<file path="config.mk">
export PLATFORM = sky130hd
export DESIGN_NAME = sla_div
export DESIGN_NICKNAME = d
export VERILOG_FILES = /design/src/rtl/core/spot_light_attenuation_defines.svh /design/src/rtl/core/sla_pkg.sv /design/src/rtl/core/sla_div.sv
export SDC_FILE = /design/constraint.sdc
export NUM_CORES = 2
export LEC_CHECK = 0
export ABC_AREA = 1
export BUFFER_PORTS_ARGS = -buffer_cell sky130_fd_sc_hd__buf_2
export CORE_MARGIN = 4
export CORE_UTILIZATION = 50
export CTS_BUF_LIST = sky130_fd_sc_hd__clkbuf_8
export CTS_CLUSTER_DIAMETER = 40
export CTS_CLUSTER_SIZE = 8
export DETAILED_ROUTE_END_ITERATION = 8
export PLACE_DENSITY_LB_ADDON = 0.08
export SYNTH_ARGS = -nofsm -noshare
export SYNTH_HDL_FRONTEND = slang
export SYNTH_SLANG_ARGS = --single-unit
</file>
<file path="constraint.sdc">
create_clock -name clk -period 4.7 [get_ports clk]
set_input_delay 0.235 -clock clk [delete_from_list [all_inputs] [get_ports clk]]
set_output_delay 0.235 -clock clk [all_outputs]
set_load 0.01 [all_outputs]
</file>
<file path="src/rtl/core/spot_light_attenuation_defines.svh">
// Assertion macros for the spot light attenuation block.
// Expects clk and rst in scope at the point of use.
`ifndef SPOT_LIGHT_ATTENUATION_DEFINES_SVH
`define SPOT_LIGHT_ATTENUATION_DEFINES_SVH

// Same-cycle implication, checked outside reset
`define SLA_ASSERT_IMP(label, ante, cons, msg) \
  label: assert property (@(posedge clk) disable iff (rst) (ante) |-> (cons)) \
    else $error(msg);

// Next-cycle implication, checked outside reset
`define SLA_ASSERT_NXT(label, ante, cons, msg) \
  label: assert property (@(posedge clk) disable iff (rst) (ante) |=> (cons)) \
    else $error(msg);

`endif

</file>
<file path="src/rtl/core/sla_pkg.sv">
// Shared constants and types for the spot light attenuation block.
// No dependencies; imported by every module of the block.
package sla_pkg;

  // Pipelined square root: one result bit per stage
  localparam int SQRT_IN_W  = 64;
  localparam int SQRT_OUT_W = SQRT_IN_W / 2;
  localparam int SQRT_STEPS = SQRT_OUT_W;

  // Pipelined restoring divider: one quotient bit per stage
  localparam int DIV_Q_W    = 17;
  localparam int DIV_DEN_W  = 32;
  localparam int DIV_NUM_W  = DIV_Q_W + DIV_DEN_W;
  localparam int DIV_STEPS  = DIV_Q_W;

  // Fixed point units
  localparam logic [16:0] ONE_Q16  = 17'd65536;
  localparam logic [33:0] HALF_Q16 = 34'd32768;
  localparam logic [14:0] ONE_Q14  = 15'd16384;
  localparam logic [34:0] HALF_Q14 = 35'd8192;

  // Configuration register indexes
  typedef enum logic [2:0] {
    REG_LIGHT_POS_X  = 3'd0,
    REG_LIGHT_POS_Y  = 3'd1,
    REG_LIGHT_POS_Z  = 3'd2,
    REG_LIGHT_DIR_X  = 3'd3,
    REG_LIGHT_DIR_Y  = 3'd4,
    REG_LIGHT_DIR_Z  = 3'd5,
    REG_LIGHT_RADIUS = 3'd6,
    REG_CONE_COS     = 3'd7
  } cfg_reg_t;

  // How the cone factor is formed
  typedef enum logic [1:0] {
    CONE_ZERO = 2'd0,
    CONE_FULL = 2'd1,
    CONE_DIV  = 2'd2
  } cone_mode_t;

endpackage

</file>
<file path="src/rtl/core/sla_div.sv">
// Pipelined restoring divider, 17 quotient bits over a 32-bit divisor.
// Depends on sla_pkg; the top bits of the numerator must be below the divisor.
module sla_div
  import sla_pkg::*;
(
  input  logic                 clk,
  input  logic                 en,
  input  logic [DIV_NUM_W-1:0] num,
  input  logic [DIV_DEN_W-1:0] den,
  output logic [DIV_Q_W-1:0]   quot
);

  logic [DIV_DEN_W-1:0] rem [DIV_STEPS];
  logic [DIV_DEN_W-1:0] dvs [DIV_STEPS];
  logic [DIV_Q_W-1:0]   lo  [DIV_STEPS];
  logic [DIV_Q_W-1:0]   qt  [DIV_STEPS];

  for (genvar s = 0; s < DIV_STEPS; s++) begin : g_step
    logic [DIV_DEN_W-1:0] rem_in;
    logic [DIV_DEN_W-1:0] den_in;
    logic [DIV_Q_W-1:0]   lo_in;
    logic [DIV_Q_W-1:0]   q_in;
    logic [DIV_DEN_W:0]   trial;
    logic                 fits;

    if (s == 0) begin : g_first
      assign rem_in = num[DIV_NUM_W-1 -: DIV_DEN_W];
      assign lo_in  = num[DIV_Q_W-1:0];
      assign q_in   = '0;
      assign den_in = den;
    end else begin : g_next
      assign rem_in = rem[s-1];
      assign lo_in  = lo[s-1];
      assign q_in   = qt[s-1];
      assign den_in = dvs[s-1];
    end

    // Bring down the next numerator bit and try the subtract
    assign trial = {rem_in, lo_in[DIV_Q_W-1]};
    assign fits  = trial >= {1'b0, den_in};

    always_ff @(posedge clk) begin
      if (en) begin
        rem[s] <= fits ? DIV_DEN_W'(trial - {1'b0, den_in}) : trial[DIV_DEN_W-1:0];
        dvs[s] <= den_in;
        lo[s]  <= {lo_in[DIV_Q_W-2:0], 1'b0};
        qt[s]  <= {q_in[DIV_Q_W-2:0], fits};
      end
    end
  end

  assign quot = qt[DIV_STEPS-1];

endmodule

</file>
---- Yosys cells after proc, flatten, opt, wreduce, memory -nomap -nowiden ----
Memories as Yosys holds them, arrays and structs flattened.
Index checks and enable logic that the tools add are counted.
storage, ports and cells
  bits in latches ......................... 0
  bits in read-only memories .............. 0
  output and inout bits ................... 17
  bits in writable memories ............... 1,649
  flip-flop bits (word level) ............. 0
  memories kept ........................... 4
  bits of input ports ..................... 83
  logic and storage cells ................. 57
operators by class
  shift operators ......................... 0
  muxes and demuxes ....................... 19
  equality and inequality tests ........... 0
  magnitude comparators ................... 17
  $add $sub $neg .......................... 17
  multipliers ............................. 0
  bitwise gates (word level) .............. 0
  divide/modulo/power cells ............... 0
  reductions and logical operators ........ 0
memory list
  name  depth  bits a word  read ports  clocked after memory_dff  wr ports  RTL line       text
  dvs   17     32           16          0                         17        sla_div.sv:14  logic [DIV_DEN_W-1:0] dvs [DIV_STEPS];
  rem   17     32           16          0                         17        sla_div.sv:13  logic [DIV_DEN_W-1:0] rem [DIV_STEPS];
  qt    17     17           17          0                         17        sla_div.sv:16  logic [DIV_Q_W-1:0] qt [DIV_STEPS];
  lo    17     16           16          0                         17        sla_div.sv:15  logic [DIV_Q_W-1:0] lo [DIV_STEPS];
operators by type and width
  operator          count
  $ge A33 B32 Y1    17
  $mux W32          17
  $sub A32 B32 Y32  17
  $mux W1           2

---- Logic depth before layout (Yosys ltp) ----
An unclocked memory read counts as a cell.
  word-level depth ........................ 3
  depth in mapped cells ................... 16
  depth with buffers taken out ............ 15

---- Worst setup path before layout ----
No wires, ideal clock.
  kind .................................... register -> register
  from .................................... memory rem[14][3], in the netlist rem[0][451]
  to ...................................... memory rem[15][22], in the netlist rem[0][502] (data pin)
  setup slack ............................. 2.709 ns
  cell stages (with the launch flop) ...... 14
  buffers on the path ..................... 1
  library setup time ...................... 0.252 ns
  clock period less this slack ............ 1.991 ns
  arrival ................................. 1.738 ns
  required time ........................... 4.448 ns
  cell sequence ........................... edfxtp_1 -> ha_1 -> nand2_1 -> nand2_1 -> nand3b_2 -> nand2_2 -> nand2_4 -> nand2_2 -> nand2_4 -> nand2_4 -> nand2_8 -> buf_6 -> nand2_1 -> nand2_1
RTL lines
  what                RTL line
  start: declaration  sla_div.sv:13

==> run_results.csv <==
group,metric,value,unit
timing,slew_headroom,0.378,
yosys,ys_ff_latch,1313,
critical_path,r2r_cells,9,
pwr,clock_power_share,0.187,
global_routing,antenna_found_initial,14,
critical_path,crit_fanout,35,
floorplan,initial_core_util,0.504,
critical_path,critical_path_class,"flip-flop to flip-flop",
yosys,seq_area_frac_synth,0.437,
critical_path,cp-start-kind,"flip-flop",
timing,setup_viol,0,
yosys,syn_inst,11900,
global_routing,grt_max_degree,119,
timing,report.final.slew_viol_count,0,
critical_path,r2r-start,"rem[0][251]",
routing,via_per_inst,5.14,
floorplan,fp.dieH,433,um
yosys,synth_top_area_share,0.437,
finish,regArea,0.0394,sq mm
critical_path,cp.required,5.46,ns
timing,finalHoldViolations,0,
finish,final_cell_mix,"nand2_1, inv_1, edfxtp_1",
yosys,syn_nets,12500,
placement,io_buffers,99,
finish,drive_gt1_frac,0.0677,
routing,wire_per_inst,19.4,um
floorplan,die-area,0.187,sq mm
yosys,yosysWarnings,0,
yosys,synthesis.area,0.0902,sq mm
timing,fin_ws,1.33,ns
routing,drt-pass1-iter-count,6,
critical_path,crit_start,"rem[0][251]",
global_routing,grt_usage,0.303,
flow_run,maxCapViolCount,0,
pwr,p_leak,52.0,nW
pwr,p_sw_frac,0.467,
pwr,power_density,644,mW/mm^2
clock_network,cts_made_buffers,275,
routing,drc,0,
clock_network,cts.sinks,1313,
clock_network,h-tree-depth,5,
placement,dp_hpwl,229000,um
timing,period_minus_slack,3.37,ns
floorplan,rows,155,
placement,gp_congestion,0.981,
clock_network,cts_tree,"built",
timing,grt_setup_unrepaired,"no",
global_routing,grt_pass1_wl,432000,um
timing,fin_worst_skew,0.0639,ns
finish,fin_nets,13000,
clock_network,clk_pin_slew,0.06,ns
pwr,power.switching,30.0,mW
routing,drt_iter0_drc,6532,
clock_network,cts-resized-gates,0,
routing,num_vias,76100,
critical_path,r2r_slack,1.33,ns
pwr,fin_total_pwr,64.1,mW
pwr,sequentialPowerShare,0.308,
critical_path,rr_endpoint,"rem[0][257]",
pwr,internal_power,34.2,mW
pwr,ir_worst_vdd,0.000602,V
critical_path,cp.arrival,4.13,ns
finish,nFillCells,17200,
clock_network,cts_buffer_depth,4,
floorplan,io_pins,100,
status,status,"complete, no violations",
timing,finalSetupTns,0,ns
finish,final_common_cell,"nand2_1",
finish,multiInputGateArea,0.0404,sq mm
yosys,synth_cell_types,36,
timing,worst_slew_pin_slew,0.933,ns
floorplan,coreArea,0.179,sq mm
yosys,synth_area_per_cell,7.58,sq um
placement,dp_slack,1.37,ns
routing,final_antenna_net_count,0,
timing,period_share,0.718,
placement,place_area,0.0930,sq mm
global_routing,grt_pass1_vias,72800,
finish,syn_to_final_growth,10.4,%
critical_path,crit_path_end_kind,"flip-flop",
yosys,synth_largest_area_cell,"edfxtp_1",
global_routing,grt_overflow,0,
timing,max_freq,297,MHz
min_path,holdCritPathClass,"input pin to flip-flop",
floorplan,die_w,433,um
routing,wl,287000,um
finish,final_area,0.0996,sq mm
pwr,combPwrFrac,0.506,
critical_path,crit_path_end,"rem[0][257]",
clock_network,clk_latency,1.03,ns
clock_network,ctsRootBufferMaster,"clkbuf_8",
yosys,netlist_top_cells_area,"edfxtp_1, nand2_1, inv_1, ha_1, nand3_1",
cell type report:
cell class / instances / share of cell area
clock buffer: 283 / 0.0391
inverter: 2487 / 0.0937
tap: 2355 / 0.0296
clock inverter: 144 / 0.0135
sequential: 1313 / 0.396
antenna: 6 / 0.000151
timing repair buffer: 277 / 0.0232
multi-input combinational: 7960 / 0.405
flip-flops by register name (all words and copies together) (netlist names):
signal / cells
rem: 512
lo: 136
dvs: 512
qt: 153
worst min path at each step:
stage | startpoint | endpoint | slack (ns) | cells past startpoint
6_report | num[22] | rem[0][6] | 0.12 | 4
5_1_grt | num[19] | rem[0][3] | 0.05 | 4
4_1_cts | num[45] | rem[0][29] | 0.0002 | 4
3_5_place_dp | lo[0][103] | lo[0][120] | 0.40 | 0
3_3_place_gp | qt[14][14] | qt[15][15] | 0.40 | 0
2_1_floorplan | den[0] | dvs[0][0] | 0.33 | 0
cell usage after synthesis, drive strengths merged:
| library cell | instances |
|---|---|
| xnor2 | 21 |
| and2 | 80 |
| nand3b | 132 |
| edfxtp | 1313 |
| fa | 16 |
| inv | 2487 |
| nor4 | 3 |
| nor3 | 143 |
| o21a | 1 |
| ha | 544 |
| o21ai | 40 |
| buf | 145 |
| a21oi | 322 |
| nand3 | 1021 |
| o21bai | 20 |
| nand4 | 50 |
| a21o | 5 |
| xor2 | 206 |
| or2 | 7 |
| nand2 | 4636 |
| nor2 | 713 |
repair_timing:
item                      in CTS  in global routing
hold buffers                 134                  0
setup buffers                  0                  0
hold endpoints to repair     191                  0
metrics by stage:
step | hold WS (ns) | utilization | std cells
3_3_place_gp | 0.400 | 0.520 | 14300
6_report | 0.125 | 0.557 | 14800
5_1_grt | 0.0522 | 0.557 | 14800
2_1_floorplan | 0.334 | - | 11900
4_1_cts | 0.000178 | 0.557 | 14800
3_5_place_dp | 0.405 | 0.520 | 14300
cell families (layout without fill, tap and decap cells):
| group | Yosys count | in the layout | synth area share |
|---|---|---|---|
| compound gates | 388 | 388 | 0.0222 |
| xor+xnor | 227 | 227 | 0.0220 |
| fa+ha+maj | 560 | 560 | 0.0790 |
| buf+inv | 2632 | 3191 | 0.116 |
| flops | 1313 | 1313 | 0.437 |
| other cells | 0 | 6 | 0 |
| simple gates | 6785 | 6785 | 0.324 |
metal layers:
metal  routed length (um)  vias up  share of wire  global-route usage
met1               119000    35000           0.41               0.384
met4                14000        4          0.049               0.137
met2               138000     2466           0.48               0.520
met5                   31        -        0.00011                   0
met3                15600      607          0.054              0.0377
li1                     -    38000              -                   -
power groups by stage:
stage / combinational, mW / sequential (mW) / clock [mW]
CTS: 32.2 / 19.8 / 12.3
detailed placement: 32.0 / 20.0 / 0
global route: 36.5 / 19.9 / 12.9
global placement: 31.8 / 20.0 / 0
floorplan: 23.6 / 18.2 / 0
finish: 32.4 / 19.7 / 12.0
worst max-delay path, cell delays in order (launching register included):
cell and delay [ns]:
edfxtp_1 0.51, ha_1 0.44, a21oi_1 0.30, o21ai_0 0.14
a21oi_1 0.19, nand2_1 0.13, nor2_4 0.29, buf_4 0.38
nand2_8 0.28, o21ai_0 0.43
(Power assumes the default switching activity.)
